===== config.mk =====
export PLATFORM = sky130hd
export DESIGN_NAME = fcw_addr_unit
export DESIGN_NICKNAME = d
export VERILOG_FILES = /design/src/hdl/fcw_pkg.sv /design/src/hdl/fcw_addr_unit.sv
export SDC_FILE = /design/constraint.sdc
export NUM_CORES = 1
export LEC_CHECK = 0
export ABC_AREA = 0
export BUFFER_PORTS_ARGS = -buffer_cell sky130_fd_sc_hd__buf_2
export CAP_MARGIN = 20
export CORE_MARGIN = 3
export CORE_UTILIZATION = 60
export DETAILED_ROUTE_END_ITERATION = 8
export MAX_ROUTING_LAYER = met4
export PLACE_DENSITY = 0.89
export SYNTH_ARGS = -nofsm -noshare
export SYNTH_HDL_FRONTEND = slang
export SYNTH_SLANG_ARGS = --single-unit

===== constraint.sdc =====
create_clock -name clk -period 7.1 [get_ports clk]
set_input_delay 0.355 -clock clk [delete_from_list [all_inputs] [get_ports clk]]
set_output_delay 0.355 -clock clk [all_outputs]
set_load 0.1 [all_outputs]

===== src/hdl/fcw_pkg.sv =====
`default_nettype none

package fcw_pkg;

  // Item actions
  localparam logic [1:0] ACT_LOAD  = 2'd0;
  localparam logic [1:0] ACT_START = 2'd1;
  localparam logic [1:0] ACT_NEXT  = 2'd2;
  localparam logic [1:0] ACT_NONE  = 2'd3;

  // Result status codes
  localparam logic [2:0] ST_ACCEPTED    = 3'd0;
  localparam logic [2:0] ST_SECTOR      = 3'd1;
  localparam logic [2:0] ST_FINISHED    = 3'd2;
  localparam logic [2:0] ST_TOO_LARGE   = 3'd3;
  localparam logic [2:0] ST_BAD_CLUSTER = 3'd4;

  // Configuration register indexes
  localparam logic [2:0] REG_RESERVED     = 3'd0;
  localparam logic [2:0] REG_COPIES       = 3'd1;
  localparam logic [2:0] REG_TABLE_SECT   = 3'd2;
  localparam logic [2:0] REG_ROOT_ENTRIES = 3'd3;
  localparam logic [2:0] REG_CLUSTER_SECT = 3'd4;

  localparam logic [15:0] CHAIN_END          = 16'hFFFF;
  localparam logic [15:0] FIRST_DATA_CLUSTER = 16'd2;
  localparam int          DIR_ENTRY_SHIFT    = 5;   // 32 bytes per root entry

  typedef struct packed {
    logic [15:0] reserved_sector_count;
    logic [7:0]  table_copies;
    logic [15:0] sectors_per_table;
    logic [15:0] root_entry_count;
    logic [7:0]  cluster_sectors;
  } cfg_t;

  typedef struct packed {
    logic [1:0]  action;
    logic [15:0] entry_index;
    logic [15:0] entry_value;
    logic [15:0] start_cluster;
    logic [31:0] file_bytes;
    logic [31:0] size_limit;
  } in_word_t;

  typedef struct packed {
    logic [2:0]  status;
    logic [31:0] sector_address;
    logic [31:0] buffer_offset;
    logic        last;
  } out_word_t;

  typedef struct packed {
    logic [23:0] fat_sectors;
    logic [15:0] dir_sectors;
    logic [23:0] cluster_base;
  } addr_terms_t;

endpackage

`default_nettype wire


===== src/hdl/fcw_addr_unit.sv =====
`default_nettype none

module fcw_addr_unit
  import fcw_pkg::*;
#(
  parameter int SECTOR_BYTES = 512
) (
  input  wire logic        clk,
  input  wire logic        en,
  input  wire cfg_t        cfg,
  input  wire logic [15:0] cur_cluster,
  input  wire logic [7:0]  per,
  output addr_terms_t      terms
);

  // Root directory sectors = floor(root*32 / SECTOR_BYTES), by a ceiling
  // reciprocal; exact for a 21-bit dividend with this shift.
  localparam int ROOT_SHIFT = 36;
  localparam int DIVD_W     = 16 + DIR_ENTRY_SHIFT;
  localparam int RECIP_W    = 38 - $clog2(SECTOR_BYTES);
  localparam logic [RECIP_W-1:0] RECIP =
    RECIP_W'(((64'd1 << ROOT_SHIFT) + 64'(SECTOR_BYTES) - 64'd1) / 64'(SECTOR_BYTES));

  logic [23:0]                fat_prod;
  logic [DIVD_W+RECIP_W-1:0]  root_prod;
  logic [23:0]                clus_prod;
  logic [DIVD_W-1:0]          root_bytes;
  logic [15:0]                clus_rel;

  assign root_bytes = {cfg.root_entry_count, DIR_ENTRY_SHIFT'(0)};
  assign clus_rel   = cur_cluster - FIRST_DATA_CLUSTER;

  always_ff @(posedge clk) begin
    if (en) begin
      fat_prod  <= 24'(cfg.table_copies * cfg.sectors_per_table);
      root_prod <= (DIVD_W+RECIP_W)'(root_bytes * RECIP);
      clus_prod <= 24'(clus_rel * per);
    end
  end

  assign terms.fat_sectors  = fat_prod;
  assign terms.dir_sectors  = 16'(root_prod >> ROOT_SHIFT);
  assign terms.cluster_base = clus_prod;

endmodule

`default_nettype wire


==> summary by stage, run 1 <==
Status
The flow ran to the end, and the final reports show no timing, DRC or antenna violations.

Global routing
Summed over all layers, the global routing overflow is 0. The number of global-route vias before repair is roughly 8,400. The first global-routing pass estimated about 38,000 um of wire. Entering global routing, the biggest net connects 61 pins.

The initial antenna violation count is 0. In the global route stage, overall resource usage came out at 0.266.

Setup path
The data required time of the worst path is 7.30 ns. The cell depth of the worst setup path is 19. The number of buffers and inverters on the critical path is 4. The kind of cell with the highest combined delay along the critical path is adder cells. The worst setup path is of the primary input to register kind. The critical path endpoint category is a register.

Traced cell by cell, the critical path runs through buf_2 > inv_1 > ha_1 > nand2b_1 > nor4_2 > nand3_1 > xor2_1 > nor2b_1 > fa_1 > fa_1 > fa_1 > inv_1 > fa_1 > inv_1 > ha_1 > a21oi_1 > o211ai_1 > a2111oi_0 > nand4bb_1. The delay of the slowest cell on the worst path is around 0.59 ns. At the worst endpoint, the arrival time is 5.98 ns. The element type at the critical path start is a primary input. The largest individual stage delay along the critical path comes from the cell sky130_fd_sc_hd__xor2_1.

The cell type with the highest occurrence count on the critical path is sky130_fd_sc_hd__fa_1. The largest fanout on the critical path is 8.

Clocking
In this run the number of H-tree levels came out at 3. In this run the post-CTS setup repair buffer count came out at 0. The post-cts repair resize count is 0. The number of hold buffers added after CTS was 0.

After clock tree synthesis, the clock-pin slew on the worst setup and hold paths is approximately 0.06 ns. The maximum number of buffers from clock root to sink is 2. The clock net in this run drives a total of 60 sinks. TritonCTS built the clock tree. The root buffer cell chosen for the clock tree is sky130_fd_sc_hd__clkbuf_16. The number of buffers inserted during clock tree synthesis is 9.

Finish
The leading cell type in the layout, fill and taps excluded is sky130_fd_sc_hd__inv_1. In the final layout, the share of cells above drive strength 1 is 0.129. The layout has about 1,200 filler cells.

The net count reported at finish is ~1,500. The area growth from synthesis to layout is 10.7%. In the layout the commonest cells are 170 x sky130_fd_sc_hd__inv_1, 168 x sky130_fd_sc_hd__fa_1, 121 x sky130_fd_sc_hd__buf_2.

The number of antenna diodes in the final layout is 0. Once layout is complete, the utilization of the core stands at 0.690. The final standard cell area without fillers is about 0.011 mm2.

Route
In this run the remaining antenna-violating nets after routing total 0. The routed layout has about 7,700 vias. The first detailed-routing pass ran for 5 iterations.

The final routed DRC violation total is 0. Dividing the detail-routed wire length by the instance count gives 16.3 um. For this block, the initial DRC count from the detailed router was 422. The ratio of routed vias to standard cells is between 5 and 6. The total wire length after detailed routing is roughly 22,000 um.

Floorplan
The total die area is about 0.018 mm2. The initial utilization of the core area, before any placement, comes to 0.623. Measured along the y axis, the die boundary spans approximately 140 um. The core region is 0.0161 mm2. The row count is 46.

The horizontal extent of the die is 135 um. The number of top-level design ports is 154.

Placement
After detailed placement, the total cell area comes to ~0.011 mm2. The final estimated routing congestion in global placement is around 0.90. Once detailed placement completed, the half-perimeter wirelength came to roughly 18,000 um.

The pre-CTS setup slack is 1.02 ns. The port buffer count is between 100 and 150.

Timing
Setup violations remaining at the end of the flow were counted as 0. The post-route clock period utilization is 0.814. The post-route minimum period is 5.78 ns.

The achievable frequency is about 170 MHz. The final hold violation count is 0. The worst relative slew slack is 0.443. Setup repair after global routing left no endpoint under its margin. The max-slew violation total from the final report is 0. For the pin with the worst max-slew slack, the measured transition is around 0.83 ns.

After routing, the total negative slack on setup checks comes to 0 ns. Once routing completed, OpenROAD measured the worst setup slack at between 1 and 1.5 ns.

Logic synthesis
The number of instances in the synthesized netlist is roughly 1,000. The share of synthesized registers carrying an async set or reset is 0. The number of synthesized register bits is 60. During synthesis, Yosys emitted a total of 0 warnings. The primary flip-flop cell chosen by synthesis mapping is sky130_fd_sc_hd__edfxtp_1.

Counting flops with a built-in enable in the synthesized netlist gives 60. The synthesized area is approximately 0.01 mm2. Averaged over all synthesized cells, the footprint is 9.78 um2. Of the synthesized area, sequential elements account for 0.179. The count of distinct cell types in the synthesized netlist is 53.

Pwr
The maximum ir drop on the vdd rail is 0.000469 V. Power spread over the standard cell area amounts to around 440 mW/mm2. Power comes to about 4.8 mW. The static leakage is around 5.2 nW.

Job
The number of max-capacitance violations reported is 0.

Hold path
Along the worst hold path, the cell count comes to 1. The worst hold path terminates at root_prod[37]$_DFFE_PP_. In this run the worst hold path is classified as primary input to register.

The worst hold path startpoint is cfg[13].
-- cell families after synthesis --
kind of cell             count (synthesis)  synth area share
adder cells (fa/ha/maj)                257             0.446
flip-flops                              60             0.179
AND/OR/NAND/NOR                        362             0.192
XOR/XNOR                                48            0.0419
buffers and inverters                  197            0.0751
AO/OA/AOI/OAI                          100            0.0637
other                                    1          0.000373
multiplexers                             2           0.00199
-- cells in the mapped netlist, types with 2 or more instances --
cell | count | share of area
sky130_fd_sc_hd__a211oi_1 | 6 | 0.0045
sky130_fd_sc_hd__a21o_1 | 6 | 0.0045
sky130_fd_sc_hd__a21oi_1 | 36 | 0.018
sky130_fd_sc_hd__a31oi_1 | 3 | 0.0019
sky130_fd_sc_hd__and2_1 | 82 | 0.051
sky130_fd_sc_hd__and3_1 | 5 | 0.0031
sky130_fd_sc_hd__buf_4 | 4 | 0.0030
sky130_fd_sc_hd__clkbuf_1 | 23 | 0.0086
sky130_fd_sc_hd__edfxtp_1 | 60 | 0.18
sky130_fd_sc_hd__fa_1 | 168 | 0.33
sky130_fd_sc_hd__ha_1 | 89 | 0.11
sky130_fd_sc_hd__inv_1 | 170 | 0.064
sky130_fd_sc_hd__mux2i_1 | 2 | 0.0020
sky130_fd_sc_hd__nand2_1 | 120 | 0.045
sky130_fd_sc_hd__nand2b_1 | 18 | 0.011
sky130_fd_sc_hd__nand3_1 | 15 | 0.0075
sky130_fd_sc_hd__nand3b_1 | 2 | 0.0015
sky130_fd_sc_hd__nand4_1 | 4 | 0.0025
sky130_fd_sc_hd__nor2_1 | 24 | 0.0090
sky130_fd_sc_hd__nor2b_1 | 75 | 0.047
sky130_fd_sc_hd__nor3_1 | 6 | 0.0030
sky130_fd_sc_hd__nor4_1 | 2 | 0.0012
sky130_fd_sc_hd__nor4_2 | 2 | 0.0025
sky130_fd_sc_hd__o211ai_1 | 5 | 0.0037
sky130_fd_sc_hd__o21a_1 | 2 | 0.0015
sky130_fd_sc_hd__o21ai_0 | 21 | 0.010
sky130_fd_sc_hd__o21bai_1 | 4 | 0.0030
sky130_fd_sc_hd__o31ai_1 | 2 | 0.0015
sky130_fd_sc_hd__xnor2_1 | 33 | 0.029
sky130_fd_sc_hd__xor2_1 | 15 | 0.013
-- flip-flops by register name, indices dropped and copies added, names as in the netlist --
register   flops
fat_prod      24
clus_prod     24
root_prod     12
-- power by group --
part / leakage [nW] / internal, mW / switching (mW)
Combinational: 4.48 / 1.16 / 2.54
Sequential: 0.586 / 0.664 / 0.0479
Clock: 0.137 / 0.270 / 0.167
Total: 5.21 / 2.09 / 2.76
-- per-layer routing --
layer	global-route usage	up-vias	wire, um
li1	-	3465	-
met1	0.328	3832	8660
met2	0.446	309	11200
met3	0.0390	71	1450
met4	0.107	0	796
met5	-	-	0
-- stage by stage --
step | hold slack (ns) | instances
after floorplan | 0.454 | 1030
after global placement | 0.532 | 1341
after detailed placement | 0.534 | 1341
after CTS | 0.182 | 1357
after global routing | 0.182 | 1357
final | 0.186 | 1357
-- area by class of cell --
class,count,area (um2),area share
Tap cell,216,270,0.0243
Inverter,170,638,0.0574
Clock inverter,7,66.3,0.00597
Timing Repair Buffer,122,613,0.0552
Sequential cell,60,1800,0.162
Multi-Input combinational cell,773,7500,0.675
Clock buffer,9,225,0.0203
-- how the worst max path moves through the flow --
stage	from	endpoint	slack (ns)
2_1_floorplan	cur_cluster[1]	clus_prod[22]$_DFFE_PP_	1.87
3_3_place_gp	cur_cluster[1]	clus_prod[19]$_DFFE_PP_	1.08
3_5_place_dp	cur_cluster[1]	clus_prod[19]$_DFFE_PP_	1.02
4_1_cts	cur_cluster[1]	clus_prod[19]$_DFFE_PP_	1.37
5_1_grt	cur_cluster[1]	clus_prod[19]$_DFFE_PP_	0.96
6_report	cur_cluster[1]	clus_prod[19]$_DFFE_PP_	1.32
Power figures use the tool's default switching activity.
==> inputs of run 2 (changes only) <==
==> constraint.sdc (replaced) <==
create_clock -name clk -period 5.4 [get_ports clk]
set_input_delay 0.27 -clock clk [delete_from_list [all_inputs] [get_ports clk]]
set_output_delay 0.27 -clock clk [all_outputs]
set_load 0.1 [all_outputs]
==> summary by stage, run 2 (same netlist as run 1, synthesis figures left out) <==
Status
The flow ran to the end, and the final reports show no timing, DRC or antenna violations.

Hold path
The worst hold path class is primary input to register. Counting instances, the worst hold path has a depth of 1.

Route
The total wire length after detailed routing is 22,600 um. For this block, the via count after detailed routing is 7,743. The number of nets still failing antenna checks after routing is 0. The number of search-and-repair iterations in the first detailed-routing pass is 5.

For this run, design rule violations remaining after detail routing come to 0. The average wire length per cell after detail routing is about 16 um. After detailed routing, the number of vias per cell comes to 5.55. The first routing iteration left 510 violations.

Floorplan
The die span in y is 135 um. The initial utilization of the core area, before any placement, comes to 0.623. The placeable core area is ~0.016 mm2. During I/O placement, the number of pins put on the boundary was ~150.

The row count is 46. The die covers about 0.018 mm2. The horizontal extent of the die is 135 um.

Timing
Headroom to the max-slew limit came out at 0.498. The final hold violation count is 0. The achievable frequency is 195 MHz. The worst path needs 5.13 ns of the cycle, external delays included. The max-slew violation total from the final report is 0.

The slew at the pin closest to its max-slew limit is approximately 0.75 ns. Setup violations remaining at the end of the flow were counted as 0. In the finished design, the share of the clock period the worst path needs comes to 0.950. Summed over all failing endpoints, the final setup total negative slack is 0 ns. Setup repair after global routing could not meet its margin everywhere.

Setup path
The number of buffers and inverters on the critical path is 4. The cell with the largest stage delay on the worst path is sky130_fd_sc_hd__fa_1. The family with the most delay on the worst path is adder cells.

The worst setup path is captured at a register. The data required time of the worst path is 5.61 ns. Along the worst path, the maximum fanout reaches 4. Data arrives at the worst endpoint at between 5 and 6 ns.

The signal on the critical path passes through buf_2 > or3_4 > nor3_4 > nand2b_2 > nor2_1 > xnor2_1 > nor2b_1 > fa_1 > fa_1 > fa_1 > inv_1 > fa_1 > inv_1 > ha_1 > a211oi_2 > nor2_1 > nor4b_2 > o211ai_1 > buf_4 > a2111oi_2 > nand4bb_1. The cell type with the highest occurrence count on the critical path is sky130_fd_sc_hd__fa_1. For this run, the slowest stage of the critical path takes about 0.51 ns. The worst setup path is launched from a primary input. Counting buffers and inverters, the worst setup path is 21 cells deep. The worst setup path is of the primary input to register kind.

Global routing
The number of global-route vias before repair is approximately 8,400. The total overflow left after global routing is 0. The met1 demand-to-capacity share in global routing is 0.330. In the global route stage, met3 resource usage came out at 0.0394. The initial antenna violation count is 0.

The first global-routing pass estimated between 30,000 and 40,000 um of wire. The pin count of the biggest net entering global routing is between 60 and 70. The highest-utilization routing layer at the global route stage is met2. The global-route met2 utilization is 0.459. The global router's overall resource usage is 0.269.

Finish
The largest registers in the layout are clus_prod (24), fat_prod (24), root_prod (12). The area growth from synthesis to layout is 14.4%. The leading cell type in the layout, fill and taps excluded is sky130_fd_sc_hd__inv_1. The diode insertion count for antenna repair is 0. The library cells used most frequently in the layout, excluding fill and tap cells, are 170 x sky130_fd_sc_hd__inv_1, 167 x sky130_fd_sc_hd__fa_1, 121 x sky130_fd_sc_hd__buf_2.

In the final design database the tool counted 1,521 nets. Of the cells placed in the final design, the portion with a size suffix greater than 1 is 0.169.

Clocking
Clock-pin slew was measured on the worst setup and hold paths at around 0.06 ns. The clock passes through at most 2 buffers. The number of clock sinks seen by CTS is 60.

The TritonCTS clock tree is yes. The total number of H-tree levels is 3. In this run, CTS created clock tree buffers numbering 9. The number of buffers inserted for hold repair after clock tree synthesis is 0. The buffer type at the clock tree root is sky130_fd_sc_hd__clkbuf_16.

Placement
The final estimated routing congestion in global placement is between 0.9 and 1. The port buffer count is between 100 and 150. The wire-length estimate of the detail-placed layout is about 18,000 um.

Job
Max-cap violations in this run came to 0.

Pwr
Power spread over the standard cell area amounts to around 580 mW/mm2. Overall power consumption after layout is estimated at 6.65 mW. The worst-case IR drop observed on VDD is ~0.00063 V.

For this design the static power due to leakage is 5.42 nW.
[run 2: cell types whose count changed in the layout (fill, tap and decap cells not counted), moves of 2 or more]
cell and change:
sky130_fd_sc_hd__a211oi_2 +2, sky130_fd_sc_hd__xnor2_1 -3, sky130_fd_sc_hd__xnor2_2 +3, sky130_fd_sc_hd__buf_4 +38
sky130_fd_sc_hd__xor2_2 +2, sky130_fd_sc_hd__xor2_1 -2, sky130_fd_sc_hd__a211oi_1 -2, sky130_fd_sc_hd__clkinv_1 -2
[run 2: report_power, final]
group | internal (mW) | leakage, nW | switching (mW) | total [mW]
Clock | 0.359 | 0.138 | 0.215 | 0.574
Sequential | 0.873 | 0.586 | 0.0617 | 0.935
Combinational | 1.72 | 4.69 | 3.43 | 5.14
[run 2: timing repair]
item,4_1_cts,5_1_grt
gates resized for setup,0,14
endpoints found under the setup margin,0,8
setup buffers,0,2
[run 2: metrics by stage]
stage	utilization	setup WS (ns)	instance area (um2)	std cells	hold slack, ns
after floorplan	-	0.252	10100	1030	0.369
after global placement	0.688	0.0151	11100	1377	0.447
after detailed placement	0.688	-0.111	11100	1377	0.450
after CTS	0.707	0.223	11400	1393	0.0957
after global routing	0.713	-0.0412	11500	1395	0.0976
final	0.713	0.269	11500	1395	0.102
[run 2: worst paths after layout]
check / start / endpoint / slack (ns)
worst max-delay path: cur_cluster[3] / clus_prod[19]$_DFFE_PP_ / 0.27
worst min-delay path: cfg[13] / root_prod[37]$_DFFE_PP_ / 0.10
[run 2: final cells by class]
cell class | instances | area, um2
clock buffer | 9 | 225
clock inverter | 7 | 75.1
fill | 1157 | 4630
inverter | 170 | 638
multi-input combinational | 773 | 7580
sequential | 60 | 1800
tap | 216 | 270
timing repair buffer | 160 | 898
[run 2: per-layer routing]
metal  wire (um)  part of all wire
met1        8940              0.39
met2       11500              0.51
met3        1510             0.067
met4         697             0.031
met5           0                 0
